`src/rtl/core/matrix_chain_order_assert.svh`:
```
// Assertion macros shared by the matrix chain order RTL.
// Expects i_clk and i_rst_n in the scope of each use.
`ifndef MATRIX_CHAIN_ORDER_ASSERT_SVH
`define MATRIX_CHAIN_ORDER_ASSERT_SVH

// cond holds at every clock edge out of reset
`define MCO_ASSERT_ALWAYS(label, cond) \
    label: assert property (@(posedge i_clk) disable iff (!i_rst_n) (cond)) \
        else $error("mco check failed");

// cons holds in the cycle where ante holds
`define MCO_ASSERT_IMPLY(label, ante, cons) \
    label: assert property (@(posedge i_clk) disable iff (!i_rst_n) (ante) |-> (cons)) \
        else $error("mco check failed");

`endif

```
`src/rtl/core/mco_pkg.sv`:
```
// Shared types and constants of the matrix chain order block.
// No dependencies.
package mco_pkg;

    localparam int IDX_OUT_W   = 4;
    localparam int COST_OUT_W  = 34;
    localparam int OUT_TDATA_W = 48;

    typedef enum logic [1:0] {
        DIM_I,
        DIM_J,
        DIM_K
    } t_dim_sel;

    typedef enum logic [1:0] {
        TAB_IK,
        TAB_KJ,
        TAB_WALK
    } t_tab_sel;

    typedef enum logic [1:0] {
        PUSH_ROOT,
        PUSH_SELF,
        PUSH_RIGHT,
        PUSH_LEFT
    } t_push_sel;

    typedef struct packed {
        logic      load_we;
        t_dim_sel  dim_sel;
        t_tab_sel  tab_sel;
        logic      latch_row;
        logic      latch_colj;
        logic      latch_a;
        logic      left_zero;
        logic      right_zero;
        logic      do_mul1;
        logic      do_mul2;
        logic      do_cmp;
        logic      first;
        logic      tab_we;
        logic      push;
        t_push_sel push_sel;
        logic      pop;
        logic      walk_latch;
        logic      walk_split;
        logic      emit;
        logic      emit_single;
    } t_dp_cmd;

    typedef struct packed {
        logic sp_zero;
        logic visited;
        logic push_right;
        logic push_left;
        logic out_valid;
    } t_dp_status;

endpackage

```
`src/rtl/core/mco_ctrl.sv`:
```
// Controller of the matrix chain order block: load counter, table fill
// sequencer and postorder walk sequencer. Uses mco_pkg.
`include "matrix_chain_order_assert.svh"

module mco_ctrl
    import mco_pkg::*;
#(
    parameter int MAX_MATRICES = 16
) (
    input  logic                            i_clk,
    input  logic                            i_rst_n,
    input  logic                            i_s_axis_tvalid,
    input  logic                            i_s_axis_tlast,
    output logic                            o_s_axis_tready,
    output t_dp_cmd                         o_cmd,
    input  t_dp_status                      i_status,
    output logic [$clog2(MAX_MATRICES)-1:0] o_idx_i,
    output logic [$clog2(MAX_MATRICES)-1:0] o_idx_j,
    output logic [$clog2(MAX_MATRICES)-1:0] o_idx_k,
    output logic [$clog2(MAX_MATRICES)-1:0] o_load_addr
);

    localparam int IW = $clog2(MAX_MATRICES);

    typedef enum logic [4:0] {
        S_LOAD, S_SINGLE,
        F_DIM, F_DIM2, F_DIM3, F_RA, F_RB, F_MUL, F_MUL2, F_CMP, F_WR,
        W_INIT, W_POP, W_TOP, W_SPL, W_PR, W_PL, W_OUT
    } t_state;

    t_state        r_state;
    logic [IW:0]   r_cnt;
    logic [IW-1:0] r_nm1;
    logic [IW-1:0] r_span;
    logic [IW-1:0] r_i;
    logic [IW-1:0] r_k;

    logic          accept;
    logic          store;
    logic [IW:0]   n_count;
    logic [IW-1:0] j;
    logic          k_more;

    assign accept  = i_s_axis_tvalid && (r_state == S_LOAD);
    assign store   = r_cnt < (IW+1)'(MAX_MATRICES);
    assign n_count = r_cnt + (IW+1)'(store);
    assign j       = r_i + r_span;
    assign k_more  = ({1'b0, r_k} + 1'b1) < {1'b0, j};

    always_ff @(posedge i_clk) begin
        if (!i_rst_n) begin
            r_state <= S_LOAD;
            r_cnt   <= '0;
            r_nm1   <= '0;
            r_span  <= '0;
            r_i     <= '0;
            r_k     <= '0;
        end else begin
            unique case (r_state)
                S_LOAD: begin
                    if (accept) begin
                        r_cnt <= n_count;
                        if (i_s_axis_tlast) begin
                            r_cnt  <= '0;
                            r_nm1  <= IW'(n_count - 1'b1);
                            r_span <= IW'(1);
                            r_i    <= '0;
                            r_state <= (n_count == (IW+1)'(1)) ? S_SINGLE : F_DIM;
                        end
                    end
                end
                S_SINGLE: r_state <= W_OUT;
                F_DIM:    r_state <= F_DIM2;
                F_DIM2:   r_state <= F_DIM3;
                F_DIM3: begin
                    r_k     <= r_i;
                    r_state <= F_RA;
                end
                F_RA:     r_state <= F_RB;
                F_RB:     r_state <= F_MUL;
                F_MUL:    r_state <= F_MUL2;
                F_MUL2:   r_state <= F_CMP;
                F_CMP: begin
                    if (k_more) begin
                        r_k     <= r_k + IW'(1);
                        r_state <= F_RA;
                    end else begin
                        r_state <= F_WR;
                    end
                end
                F_WR: begin
                    priority if (j < r_nm1) begin
                        r_i     <= r_i + IW'(1);
                        r_state <= F_DIM;
                    end else if (r_span < r_nm1) begin
                        r_span  <= r_span + IW'(1);
                        r_i     <= '0;
                        r_state <= F_DIM;
                    end else begin
                        r_state <= W_INIT;
                    end
                end
                W_INIT:   r_state <= W_POP;
                W_POP:    r_state <= i_status.sp_zero ? S_LOAD : W_TOP;
                W_TOP:    r_state <= W_SPL;
                W_SPL:    r_state <= i_status.visited ? W_OUT : W_PR;
                W_PR:     r_state <= W_PL;
                W_PL:     r_state <= W_POP;
                W_OUT:    r_state <= i_status.out_valid ? W_OUT : W_POP;
                default:  r_state <= S_LOAD;
            endcase
        end
    end

    always_comb begin
        o_cmd            = '0;
        o_cmd.dim_sel    = DIM_K;
        o_cmd.tab_sel    = TAB_IK;
        o_cmd.push_sel   = PUSH_SELF;
        o_cmd.left_zero  = (r_k == r_i);
        o_cmd.right_zero = (r_k + IW'(1)) == j;
        o_cmd.first      = (r_k == r_i);
        unique case (r_state)
            S_LOAD:   o_cmd.load_we = accept && store;
            S_SINGLE: o_cmd.emit_single = 1'b1;
            F_DIM:    o_cmd.dim_sel = DIM_I;
            F_DIM2: begin
                o_cmd.dim_sel   = DIM_J;
                o_cmd.latch_row = 1'b1;
            end
            F_DIM3:   o_cmd.latch_colj = 1'b1;
            F_RA: begin
                o_cmd.dim_sel = DIM_K;
                o_cmd.tab_sel = TAB_IK;
            end
            F_RB: begin
                o_cmd.latch_a = 1'b1;
                o_cmd.tab_sel = TAB_KJ;
            end
            F_MUL:    o_cmd.do_mul1 = 1'b1;
            F_MUL2:   o_cmd.do_mul2 = 1'b1;
            F_CMP:    o_cmd.do_cmp = 1'b1;
            F_WR:     o_cmd.tab_we = 1'b1;
            W_INIT: begin
                o_cmd.push     = 1'b1;
                o_cmd.push_sel = PUSH_ROOT;
            end
            W_POP:    o_cmd.pop = !i_status.sp_zero;
            W_TOP: begin
                o_cmd.walk_latch = 1'b1;
                o_cmd.tab_sel    = TAB_WALK;
            end
            W_SPL: begin
                o_cmd.walk_split = 1'b1;
                o_cmd.emit       = i_status.visited;
                o_cmd.push       = !i_status.visited;
                o_cmd.push_sel   = PUSH_SELF;
            end
            W_PR: begin
                o_cmd.push     = i_status.push_right;
                o_cmd.push_sel = PUSH_RIGHT;
            end
            W_PL: begin
                o_cmd.push     = i_status.push_left;
                o_cmd.push_sel = PUSH_LEFT;
            end
            W_OUT: ;
            default: ;
        endcase
    end

    assign o_s_axis_tready = (r_state == S_LOAD);
    assign o_idx_i         = r_i;
    assign o_idx_j         = (r_state == W_INIT) ? r_nm1 : j;
    assign o_idx_k         = r_k;
    assign o_load_addr     = r_cnt[IW-1:0];

    `MCO_ASSERT_ALWAYS(a_cnt_bound, r_cnt <= (IW+1)'(MAX_MATRICES))
    `MCO_ASSERT_IMPLY(a_split_range, r_state == F_RA, r_k < j && r_k >= r_i)
    `MCO_ASSERT_IMPLY(a_fill_in_chain, r_state == F_WR, j <= r_nm1)

endmodule

```
`config.mk`:
```
export PLATFORM = sky130hd
export DESIGN_NAME = mco_ctrl
export DESIGN_NICKNAME = d
export VERILOG_FILES = /design/src/rtl/core/mco_pkg.sv /design/src/rtl/core/mco_ctrl.sv
export VERILOG_INCLUDE_DIRS = /design/src /design/src/rtl/core
export SDC_FILE = /design/constraint.sdc
export NUM_CORES = 1
export LEC_CHECK = 0
export BUFFER_PORTS_ARGS = -buffer_cell sky130_fd_sc_hd__buf_2
export CORE_AREA = 2 2 50 87
export CTS_BUF_LIST = sky130_fd_sc_hd__clkbuf_4 sky130_fd_sc_hd__clkbuf_8
export DETAILED_ROUTE_END_ITERATION = 12
export DIE_AREA = 0 0 52 89
export HOLD_SLACK_MARGIN = 0.15
export MAX_ROUTING_LAYER = met4
export PLACE_DENSITY_LB_ADDON = 0.25
export SYNTH_ARGS = -nofsm -noshare
export SYNTH_HDL_FRONTEND = slang
export SYNTH_SLANG_ARGS = --single-unit
```
`constraint.sdc`:
```
create_clock -name i_clk -period 4.3 [get_ports i_clk]
set_input_delay 0.43 -clock i_clk [delete_from_list [all_inputs] [get_ports i_clk]]
set_output_delay 0.43 -clock i_clk [all_outputs]
set_load 0.03 [all_outputs]
```
==> results of run 1 <==
## cell usage in the layout (no fill, tap or decap), types with 11 or more instances in the layout
cell,synthesis,routed
dfxtp_1,26,26
nor2_1,37,37
nand3_1,20,20
inv_1,19,19
buf_2,5,48
nand2_1,22,22
nor3_1,11,11
a21oi_1,20,20
ha_1,18,18
## state kept, by name (all words and copies together) (netlist names)
signal,cells
r_cnt,5
r_state,5
o_idx_i,4
o_idx_k,4
r_nm1,4
r_span,4
## final timing paths
path / from / endpoint / slack (ns) / cells after the start
worst min-delay path: i_rst_n / o_idx_k[3]$_SDFFE_PN0P_ / 0.50 / 3
worst max register to register: r_span[0]$_SDFFE_PN0P_ / r_span[0]$_SDFFE_PN0P_ / 1.40 / 10
worst max-delay path: r_state[3]$_SDFFE_PN0P_ / o_idx_j[0] / 1.26 / 4
worst min register to register: r_nm1[3]$_SDFFE_PN0P_ / r_nm1[3]$_SDFFE_PN0P_ / 0.51 / 2
## power groups by stage
| stage | clock, mW | sequential, mW | combinational, mW |
|---|---|---|---|
| final | 0.141 | 0.292 | 0.385 |
| after global routing | 0.148 | 0.295 | 0.425 |
| after CTS | 0.143 | 0.290 | 0.386 |
| after detailed placement | 0 | 0.296 | 0.383 |
| after global placement | 0 | 0.296 | 0.382 |
| after floorplan | 0 | 0.277 | 0.323 |
## per-layer routing
| metal | vias up | part of all wire, % | track usage (%) | wire length (um) |
|---|---|---|---|---|
| li1 | 1127 | - | - | - |
| met1 | 1042 | 39 | 28.1 | 2170 |
| met2 | 58 | 55 | 46.8 | 3070 |
| met3 | 14 | 2.7 | 1.84 | 147 |
| met4 | 0 | 2.5 | 12.0 | 140 |
| met5 | - | 0 | - | 0 |
## worst register-to-register path, cell delays in order (launching register included)
cell and delay [ns]:
dfxtp_1 0.48, ha_1 0.23, inv_1 0.06, fa_1 0.52
inv_1 0.05, ha_1 0.26, a21o_1 0.16, maj3_1 0.43
a21oi_4 0.27, o31ai_1 0.14, o21a_1 0.22
## synthesized netlist by cell type, types with 2 or more instances
cell type | n | area (sq um)
buf_4 | 7 | 52.6
mux2_2 | 3 | 33.8
o21a_1 | 2 | 15.0
a21o_1 | 3 | 22.5
nand2_1 | 22 | 82.6
o31ai_1 | 5 | 37.5
a32oi_1 | 2 | 17.5
nor2b_1 | 5 | 31.3
nand2b_1 | 6 | 37.5
nor3b_1 | 2 | 15.0
o22ai_1 | 2 | 12.5
nor2_1 | 37 | 139
mux2i_1 | 9 | 90.1
nor4_1 | 2 | 12.5
a21oi_1 | 20 | 100
or3_1 | 5 | 31.3
ha_1 | 18 | 225
maj3_1 | 2 | 20.0
buf_2 | 5 | 25.0
xor2_1 | 9 | 78.8
o21ai_0 | 9 | 45.0
nor3_1 | 11 | 55.1
a31oi_1 | 9 | 56.3
clkbuf_1 | 9 | 33.8
inv_1 | 19 | 71.3
xnor2_2 | 2 | 32.5
dfxtp_1 | 26 | 521
nand3_1 | 20 | 100
nor3_2 | 2 | 20.0
xnor2_1 | 5 | 43.8
## cell families after synthesis
family                     after synthesis  synth area share (%)
adders and majority gates               21                  11.6
AOI/OAI and AO/OA                       66                  19.2
buffers and inverters                   42                  8.64
xor gates and xnor gates                16                  6.78
muxes                                   12                  5.41
DFF                                     26                  22.7
and+or+nand+nor                        119                  25.6
## stage by stage
stage | util (%) | worst slack, ns
finish | 65.0 | 1.26
global route | 65.0 | 1.16
floorplan | - | 1.34
global placement | 63.9 | 1.51
CTS | 65.0 | 1.24
detailed placement | 63.9 | 1.42
## final cells by class
type	instances	area, sq um	area share [%]
well taps	48	60.1	2.39
repair buffers	49	248	9.87
multi-input cells	234	1570	62.5
flip-flops and latches	26	520	20.7
clock buffers	3	41.3	1.64
inverters	19	71.3	2.84
==> qor.csv, run 1 <==
stage,metric,value,unit
placed_design,Post-DP HPWL,4370,um
finish,Layout area overhead,9.73,%
setup_path,Worst path max stage delay,0.78,ns
power,Clk pwr share,17.2,%
timing,clk_skew,0.00261,ns
synthesis,Yosys cell types,54,
finish,Final Instance Count excl. Fillers,379,
clocking,CTS-repair resized insts,0,
setup_path,nature of the critical path endpoint,output port,
global_route,Total GRT Usage,25.9,%
timing,hold_ws,0.499,ns
timing,total negative slack,0,ns
setup_path,CP top delay family,simple AND/OR/NAND/NOR gates,
timing,fin crit period,3.04,ns
clocking,clock transition at the registers of the reported paths,0.09,ns
floorplanning,Vert. Die Dim,89,um
clocking,post-CTS setup buffers,0,
placed_design,placed inst area,2470,sq um
synthesis,post-synthesis async set-or-reset flop share,0,%
synthesis,Post-synth EDFFs,0,
synthesis,post-synthesis cell area,2290,sq um
drt,Avg WL per Cell,14.6,um
global_route,first-pass GRT wire length,8960,um
timing,final period utilization,70.8,%
synthesis,YS warnings,0,
setup_path,CP cell instances,"nand2_1, nor3_1, mux2_2, buf_2",
timing,Final Max Tran Viols,0,
synthesis,Mapped Nets,330,
power,maximum VDD drop,0.000258,V
global_route,remaining global-route overflow,0,
power,internal power,0.460,mW
floorplanning,total core area,3870,sq um
clocking,# clock sinks,26,
drt,# DRC,0,
timing,Slew @ Worst Pin,0.956,ns
placed_design,placed insts,376,
timing,Slew HR,35.7,%
power,Total Power,0.818,mW
synthesis,Syn Inst Count,302,
synthesis,top_reg_cell synth,dfxtp_1,
clocking,CTS tree,done,
setup_path,critical path data arrival time,2.61,ns
floorplanning,die area,4630,sq um
setup_path,critical path class,flop to output port,
timing,Final Hold Viols,0,
finish,Nets,361,
run,Max-Cap Viols,0,
run_status,status,"finished, final reports clean",
hold_path,min-delay worst type,input pin to flop,
drt,Total Routed Length,5530,um
clocking,H-tree levels,1,
drt,post-detailed-route count of antenna-violating nets,0,
finish,share of layout cells above drive strength 1,19.6,%
power,PD cells,326,nW/um^2
finish,fill cell count,372,
placed_design,gpl congestion,0.932,
setup_path,crit path max-delay cell type,nor3_1,
floorplanning,I/O pin cnt,49,
global_route,initial antenna violation count,0,
drt,Via-to-Cell Ratio,5.91,
power,Comb power frac,47.1,%
clocking,Clock Tree Root,clkbuf_8,
clocking,latest clock arrival within the worst-skew pair,0.27,ns
drt,Vias,2241,
timing,unrepaired setup endpoints after global routing,no,
clocking,Clock Tree Buf Depth,2,
synthesis,register area share after synthesis,22.7,%
floorplanning,Initial Util,59.2,%
global_route,vias in the first global route,2003,
timing,FMAX,329,MHz
setup_path,Worst Path Buf+Inv,1,
setup_path,Worst EP required,3.87,ns
timing,final setup violation count,0,
clocking,Post-CTS Hold Buffers,0,
setup_path,Worst setup SP type,flop,
finish,ant diodes,0,
floorplanning,Die X,52,um
drt,Pre-antenna DRT Iters,4,
power,Sw Share,43.7,%
finish,Finished Cell Area,2510,sq um
global_route,largest net degree at the start of global routing,24,
floorplanning,# rows,30,
synthesis,syn avg cell area,7.58,sq um
drt,DR iter-0 viols,52,
placed_design,PortBufs,48,
power,sw power,0.357,mW
clocking,CTS buffer count,3,
power,Seq pwr share,35.7,%
synthesis,#FFs+latches synth,26,
power,Leak Pwr,1.13,nW
setup_path,CP Max Fanout,21,
Power figures use the tool's default switching activity.
==> run 2, diff against run 1 <==
--- a/config.mk
+++ b/config.mk
@@ -6,11 +6,12 @@
 export SDC_FILE = /design/constraint.sdc
 export NUM_CORES = 1
 export LEC_CHECK = 0
+export ABC_AREA = 1
 export BUFFER_PORTS_ARGS = -buffer_cell sky130_fd_sc_hd__buf_2
-export CORE_AREA = 2 2 50 87
+export CORE_AREA = 2 2 53 92
 export CTS_BUF_LIST = sky130_fd_sc_hd__clkbuf_4 sky130_fd_sc_hd__clkbuf_8
 export DETAILED_ROUTE_END_ITERATION = 12
-export DIE_AREA = 0 0 52 89
+export DIE_AREA = 0 0 55 94
 export HOLD_SLACK_MARGIN = 0.15
 export MAX_ROUTING_LAYER = met4
 export PLACE_DENSITY_LB_ADDON = 0.25
==> constraint.sdc (replaced) <==
create_clock -name i_clk -period 2.5 [get_ports i_clk]
set_input_delay 0.25 -clock i_clk [delete_from_list [all_inputs] [get_ports i_clk]]
set_output_delay 0.25 -clock i_clk [all_outputs]
set_load 0.03 [all_outputs]
==> run 2 against run 1 <==
  * Cell area grew 4.2%
  * Sequential power grew 91%
  * First-iteration DRC count shrank 1.9%
  * Clock skew decreased by 0.0014 ns
  * Count of clock-buffer cells in the layout increased by 1
  * Synthesized cell count is 15% higher
  * Setup slack got worse by 1.2 ns
  * Critical endpoint is now o_cmd[13]
  * Highest routed layer unchanged
==> qor.csv, run 2 <==
stage,metric,value,unit,change
clocking,# clock sinks,26,,unchanged
synthesis,YS warnings,0,,unchanged
synthesis,#FFs+latches synth,26,,unchanged
power,maximum VDD drop,0.000467,V,+81%
run,Max-Cap Viols,0,,unchanged
setup_path,critical path class,flop to output port,,
synthesis,"top cells by count, synth","83 x nand2_1, 60 x inv_1, 39 x nor2_1",,
finish,area occupied by registers,528,sq um,+1.4%
finish,Nets,429,,+19%
floorplanning,total core area,4400,sq um,+14%
synthesis,Syn Inst Count,348,,+15%
synthesis,Yosys cell types,33,,-39%
power,PD cells,793,nW/um^2,+140%
synthesis,"top cells by area, synth","dfxtp_1 24%, nand2_1 14%, ha_1 10%",,
timing,Final Max Tran Viols,0,,unchanged
floorplanning,Vert. Die Dim,94,um,+5.6%
floorplanning,I/O pin cnt,49,,unchanged
global_route,Total GRT Usage,23.8,%,-2.2 points
drt,Pre-antenna DRT Iters,4,,unchanged
synthesis,post-synthesis cell area,2200,sq um,-3.8%
synthesis,Compound-Gate Fraction of Synth Area,11.4,%,-7.8 points
floorplanning,# rows,32,,+6.7%
timing,unrepaired setup endpoints after global routing,yes,,
global_route,largest net degree at the start of global routing,17,,-29%
drt,Via-to-Cell Ratio,5.13,,-13%
clocking,latest clock arrival within the worst-skew pair,0.27,ns,about the same
synthesis,Synth Area in Adders,11.1,%,-0.45 points
setup_path,CP Max Fanout,3,,-86%
finish,largest registers,"r_cnt: 5 flops, r_state: 5 flops",,
timing,fin crit period,2.43,ns,
synthesis,Post-synth EDFFs,0,,unchanged
synthesis,Mapped Nets,376,,+14%
clocking,H-tree levels,1,,unchanged
placed_design,Post-DP HPWL,4510,um,+3.3%
drt,Vias,2315,,+3.3%
setup_path,nature of the critical path endpoint,output port,,
finish,Layout area overhead,18.8,%,
placed_design,setup slack at placement,-0.0117,ns,-1.43 ns
hold_path,min-delay worst type,input pin to flop,,
global_route,remaining global-route overflow,0,,unchanged
placed_design,placed inst area,2490,sq um,+0.91%
timing,final period utilization,97.1,%,
finish,Finished Cell Area,2620,sq um,+4.2%
finish,fill cell count,468,,+26%
drt,post-detailed-route count of antenna-violating nets,0,,unchanged
synthesis,post-synthesis async set-or-reset flop share,0,%,unchanged
finish,multi-input logic area,1420,sq um,-9.9%
global_route,vias in the first global route,2143,,+7.0%
synthesis,register area share after synthesis,23.6,%,+0.89 points
finish,most frequent cells in the layout,"82 x nand2_1, 60 x inv_1, 47 x buf_2, 39 x nor2_1, 22 x dfxtp_1",,
floorplanning,die area,5170,sq um,+12%
floorplanning,Initial Util,50.0,%,-9.2 points
drt,DR iter-0 viols,51,,-1.9%
timing,FMAX,412,MHz,
power,Leak Pwr,1.46,nW,+29%
drt,Avg WL per Cell,12.4,um,-15%
global_route,first-pass GRT wire length,8990,um,+0.38%
run_status,status,"finished, final reports clean",,
synthesis,proportion of synthesized area in mux cells,0.455,%,-5.0 points
timing,total negative slack,0,ns,unchanged
clocking,CTS buffer count,3,,unchanged
setup_path,Worst setup SP type,flop,,
timing,Final Hold Viols,0,,unchanged
synthesis,top_reg_cell synth,dfxtp_1,,
setup_path,Worst EP required,2.25,ns,-1.62 ns
synthesis,Synth top area share,23.6,%,+0.89 points
finish,fin util,59.4,%,-5.5 points
timing,hold_ws,0.292,ns,-0.207 ns
synthesis,Synth Area in Simple Gates,34.4,%,+8.8 points
finish,"most common cell after layout, fill and taps aside",nand2_1,,
timing,fin worst setup slack,0.0726,ns,-1.18 ns
timing,clk_skew,0.00121,ns,-0.00140 ns
synthesis,"count leader, synth",nand2_1,,
placed_design,PortBufs,48,,unchanged
synthesis,xor and xnor area share after synthesis,5.17,%,-1.6 points
synthesis,syn avg cell area,6.33,sq um,-16%
synthesis,largest family of logic cells by synthesized area,simple AND/OR/NAND/NOR gates,,
drt,# DRC,0,,unchanged
finish,share of layout cells above drive strength 1,23.3,%,+3.6 points
finish,ant diodes,0,,unchanged
setup_path,critical path data arrival time,2.18,ns,-0.43 ns
timing,final setup violation count,0,,unchanged
timing,Slew @ Worst Pin,0.545,ns,-0.411 ns
placed_design,gpl congestion,0.815,,-13%
global_route,initial antenna violation count,0,,unchanged
clocking,Clock Tree Root,clkbuf_8,,
clocking,CTS tree,done,,
clocking,clock transition at the registers of the reported paths,0.09,ns,about the same
synthesis,cell type with the highest aggregate area in the netlist,dfxtp_1,,
clocking,Clock Tree Buf Depth,2,,unchanged
floorplanning,Die X,55,um,+5.8%
drt,Total Routed Length,5610,um,+1.5%
timing,Slew HR,63.6,%,+28 points
run 2: what timing repair did:
item	4_1_cts	5_1_grt
setup buffers	0	3
setup endpoints to repair	4	11
hold buffers	0	0
resized for setup	1	15
pin swaps	0	5
run 2: path summary, 6_finish.rpt:
| kind | slack (ns) | end | cells past startpoint | start |
|---|---|---|---|---|
| worst min-delay path | 0.29 | r_state[4]$_SDFFE_PN0P_ | 3 | i_status[0] |
| worst max register to register | 0.12 | o_idx_i[2]$_SDFFE_PN0P_ | 13 | o_idx_i[0]$_SDFFE_PN0P_ |
| worst max-delay path | 0.07 | o_cmd[13] | 11 | o_idx_i[1]$_SDFFE_PN0P_ |
| worst min register to register | 0.50 | r_cnt[0]$_SDFFE_PN0P_ | 2 | r_cnt[0]$_SDFFE_PN0P_ |
run 2: layout make-up:
class / instances / area share [%]
timing repair buffer: 58 / 12.1
multi-input combinational: 249 / 54.1
clock buffer: 4 / 2.10
inverter: 63 / 9.04
tap: 51 / 2.44
sequential: 26 / 20.2
run 2: worst max-delay path, stage by stage, from the launching register on:
cell and delay [ns]:
dfxtp_2 0.34, ha_1 0.28, a21oi_1 0.12, o21bai_1 0.10, xnor2_1 0.20, inv_1 0.09
ha_1 0.30, nand2_1 0.05, inv_1 0.06, nand3_1 0.10, nor2_1 0.10, buf_4 0.16
run 2: layer usage:
layer / GRT usage, % / wire (um) / vias up
li1: - / - / 1195
met1: 24.2 / 2100 / 1046
met2: 44.1 / 3140 / 60
met3: 2.07 / 225 / 14
met4: 8.74 / 140 / 0
met5: - / 0 / -
run 2: cell families after synthesis:
family	Yosys count
xor+xnor	13
simple gates	171
flops	26
fa+ha+maj	19
mux	1
compound gates	45
buf+inv	73
run 2: stage by stage:
step           std cells  power (mW)
2_1_floorplan        348        1.49
3_3_place_gp         444        1.75
3_5_place_dp         444        1.76
4_1_cts              448        2.04
5_1_grt              451        2.26
6_report             451        2.07
run 2: power by group:
group	leakage [nW]	total, mW	switching, mW	internal, mW
combinational	1.22	1.23	0.836	0.396
sequential	0.213	0.558	0.0782	0.480
clock	0.0288	0.284	0.143	0.141
total	1.46	2.07	1.06	1.02
==> run 3, diff against run 2 <==
--- a/config.mk
+++ b/config.mk
@@ -6,15 +6,15 @@
 export SDC_FILE = /design/constraint.sdc
 export NUM_CORES = 1
 export LEC_CHECK = 0
-export ABC_AREA = 1
 export BUFFER_PORTS_ARGS = -buffer_cell sky130_fd_sc_hd__buf_2
-export CORE_AREA = 2 2 53 92
+export CORE_AREA = 2 2 54 94
 export CTS_BUF_LIST = sky130_fd_sc_hd__clkbuf_4 sky130_fd_sc_hd__clkbuf_8
 export DETAILED_ROUTE_END_ITERATION = 12
-export DIE_AREA = 0 0 55 94
+export DIE_AREA = 0 0 56 96
 export HOLD_SLACK_MARGIN = 0.15
 export MAX_ROUTING_LAYER = met4
 export PLACE_DENSITY_LB_ADDON = 0.25
+export SLEW_MARGIN = 20
 export SYNTH_ARGS = -nofsm -noshare
 export SYNTH_HDL_FRONTEND = slang
 export SYNTH_SLANG_ARGS = --single-unit
==> run 3 against run 2 <==
  * Largest power group unchanged
  * Combinational power is 37% lower
  * Setup slack worse by 0.13 ns
  * Final cell count is 10% lower
  * Critical endpoint is now r_span[0]$_SDFFE_PN0P_
  * Wire length is 7.9% higher
  * The flow now finishes with violations (negative setup slack)
  * Maximum frequency is 5.1% lower
  * Critical path depth stayed put
  * Highest routed layer unchanged
  * Worst hold slack better by 0.031 ns
  * Sequential share of layout area is 1.6 points lower
  * Core utilization is 2.7 points higher
==> qor.csv, run 3 (synthesized netlist as in run 1, its figures left out) <==
stage,metric,value,unit,change
clocking,CTS buffer count,3,,unchanged
floorplanning,die area,5380,sq um,+4.0%
placed_design,placed insts,397,,-11%
timing,Final Hold Viols,0,,unchanged
finish,fin util,62.1,%,+2.7 points
timing,clk_skew,0.00726,ns,+0.00605 ns
global_route,first-pass GRT wire length,9960,um,+11%
setup_path,CP Max Fanout,7,,+4
timing,final setup violation count,6,,+6
floorplanning,I/O pin cnt,49,,unchanged
global_route,largest net degree at the start of global routing,24,,+7
run,Max-Cap Viols,0,,unchanged
setup_path,Worst setup SP type,flop,,
setup_path,worst r2r dst,r_span[0]$_SDFFE_PN0P_,,
setup_path,Worst R2R Path Depth,11,,-2
global_route,grt peak-use layer,met2,,
setup_path,critical path data arrival time,2.73,ns,+0.55 ns
floorplanning,# rows,33,,+3.1%
setup_path,critical path class,flop to flop,,
power,maximum VDD drop,0.000519,V,+11%
finish,Nets,383,,-11%
finish,multi-input logic area,1700,sq um,+20%
power,Seq pwr share,30.4,%,+3.5 points
drt,# DRC,0,,unchanged
floorplanning,total core area,4620,sq um,+5.0%
global_route,Total GRT Usage,23.5,%,-0.28 points
floorplanning,Initial Util,49.5,%,-0.51 points
power,Leak Pwr,1.28,nW,-13%
setup_path,Worst EP required,2.67,ns,+0.42 ns
setup_path,CP startpoint,o_idx_i[0]$_SDFFE_PN0P_,,
drt,Avg WL per Cell,14.9,um,+20%
floorplanning,Vert. Die Dim,96,um,+2.1%
run_status,status,"complete, but fails checks",,
finish,fill cell count,435,,-7.1%
global_route,GR Util met3,1.88,%,-0.19 points
finish,ant diodes,0,,unchanged
placed_design,setup slack at placement,-0.0585,ns,-0.0468 ns
drt,Pre-antenna DRT Iters,4,,unchanged
hold_path,min-delay worst type,input pin to flop,,
power,Total Power,1.61,mW,-22%
clocking,latest clock arrival within the worst-skew pair,0.27,ns,about the same
timing,fin crit period,2.56,ns,+0.131 ns
finish,"most common cell after layout, fill and taps aside",buf_2,,
clocking,Clock Tree Buf Depth,2,,unchanged
drt,DR iter-0 viols,58,,+14%
power,Comb power frac,47.7,%,-12 points
clocking,clock transition at the registers of the reported paths,0.10,ns,about the same
hold_path,Hold EP,r_span[1]$_SDFFE_PN0P_,,
power,Clk pwr share,21.9,%,+8.2 points
timing,unrepaired setup endpoints after global routing,yes,,
finish,Final Instance Count excl. Fillers,406,,-10%
clocking,CTS tree,done,,
clocking,H-tree levels,1,,unchanged
drt,post-detailed-route count of antenna-violating nets,0,,unchanged
global_route,grt met2 use,45.3,%,+1.1 points
setup_path,slack of the worst reg-to-reg path,-0.06,ns,-0.18 ns
power,PD cells,562,nW/um^2,-29%
setup_path,RR Startpoint,o_idx_i[0]$_SDFFE_PN0P_,,
global_route,met1 Use GR,25.5,%,+1.3 points
power,sw power,0.657,mW,-38%
power,internal power,0.956,mW,-6.0%
placed_design,PortBufs,48,,unchanged
finish,most frequent cells in the layout,"47 x buf_2, 37 x nor2_1, 22 x buf_4, 21 x nand2_1, 21 x dfxtp_1",,
timing,FMAX,391,MHz,-5.1%
timing,Final Max Tran Viols,0,,unchanged
timing,final period utilization,102,%,+5.2 points
drt,Total Routed Length,6060,um,+7.9%
placed_design,Post-DP HPWL,4720,um,+4.7%
finish,Layout area overhead,25.5,%,
clocking,Clock Tree Root,clkbuf_8,,
global_route,initial antenna violation count,0,,unchanged
placed_design,gpl congestion,0.945,,+16%
global_route,remaining global-route overflow,0,,unchanged
clocking,# clock sinks,26,,unchanged
run_status,failing checks,negative setup slack,,
timing,Slew HR,48.7,%,-15 points
hold_path,Worst Hold Depth,3,,unchanged
drt,Vias,2347,,+1.4%
finish,share of layout cells above drive strength 1,30.8,%,+7.5 points
setup_path,nature of the critical path endpoint,flop,,
timing,Slew @ Worst Pin,0.765,ns,+0.220 ns
power,Sw Share,40.7,%,-10 points
drt,Via-to-Cell Ratio,5.78,,+13%
finish,largest registers,"r_cnt: 5 flops, r_state: 5 flops",,
floorplanning,Die X,56,um,+1.8%
timing,fin worst setup slack,-0.0584,ns,-0.131 ns
finish,area occupied by registers,534,sq um,+1.2%
hold_path,hold path startpoint,i_rst_n,,
global_route,vias in the first global route,2164,,+0.98%
-- run 3: cell type report --
class                           instances  share of cell area (%)
Sequential cell                        26                    18.6
Inverter                               19                    2.48
Timing Repair Buffer                   71                    15.0
Clock inverter                          1                    1.05
Tap cell                               52                    2.27
Multi-Input combinational cell        234                    59.1
Clock buffer                            3                    1.44
-- run 3: power groups by stage --
stage / clock, mW / sequential, mW / combinational [mW]
2_1_floorplan: 0 / 0.475 / 0.561
3_3_place_gp: 0 / 0.500 / 0.709
3_5_place_dp: 0 / 0.500 / 0.713
4_1_cts: 0.359 / 0.491 / 0.727
5_1_grt: 0.369 / 0.496 / 0.840
6_report: 0.353 / 0.491 / 0.770
-- run 3: worst max-delay path, cell delays in order (launching register included) --
cell     delay [ns]
dfxtp_4        0.37
ha_4           0.13
inv_2          0.03
fa_1           0.51
inv_1          0.05
ha_1           0.26
a21o_1         0.18
maj3_2         0.36
a21oi_4        0.16
buf_12         0.14
o31ai_4        0.06
o21a_1         0.20
-- run 3: worst max-delay path by stage --
stage | endpoint | slack [ns] | cells after the start
final | r_span[0]$_SDFFE_PN0P_ | -0.06 | 11
after global routing | r_span[0]$_SDFFE_PN0P_ | -0.15 | 11
after CTS | o_idx_i[3]$_SDFFE_PN0P_ | -0.05 | 10
after detailed placement | r_span[0]$_SDFFE_PN0P_ | -0.06 | 10
after global placement | r_span[0]$_SDFFE_PN0P_ | -0.007 | 10
after floorplan | r_span[0]$_SDFFE_PN0P_ | -0.01 | 10
-- run 3: per-stage QoR --
step | setup TNS (ns) | instance area, sq um | hold WS [ns]
after floorplan | -0.0117 | 2320 | 0.435
after CTS | -0.124 | 2790 | 0.324
after global routing | -1.14 | 2870 | 0.335
after global placement | -0.00737 | 2640 | 0.467
final | -0.206 | 2870 | 0.323
after detailed placement | -0.303 | 2640 | 0.477
-- run 3: per-layer routing --
layer  part of all wire (%)  routed length [um]
met3                    3.5                 211
met2                     55                3350
met5                      0                   0
met1                     40                2410
met4                    1.3                  80
-- run 3: repair_timing --
action	4_1_cts	5_1_grt
pin swaps	10	14
setup buffers	3	3
resized for setup	9	11
setup endpoints to repair	12	14
hold buffers	0	0
endpoints found under the hold margin	0	0
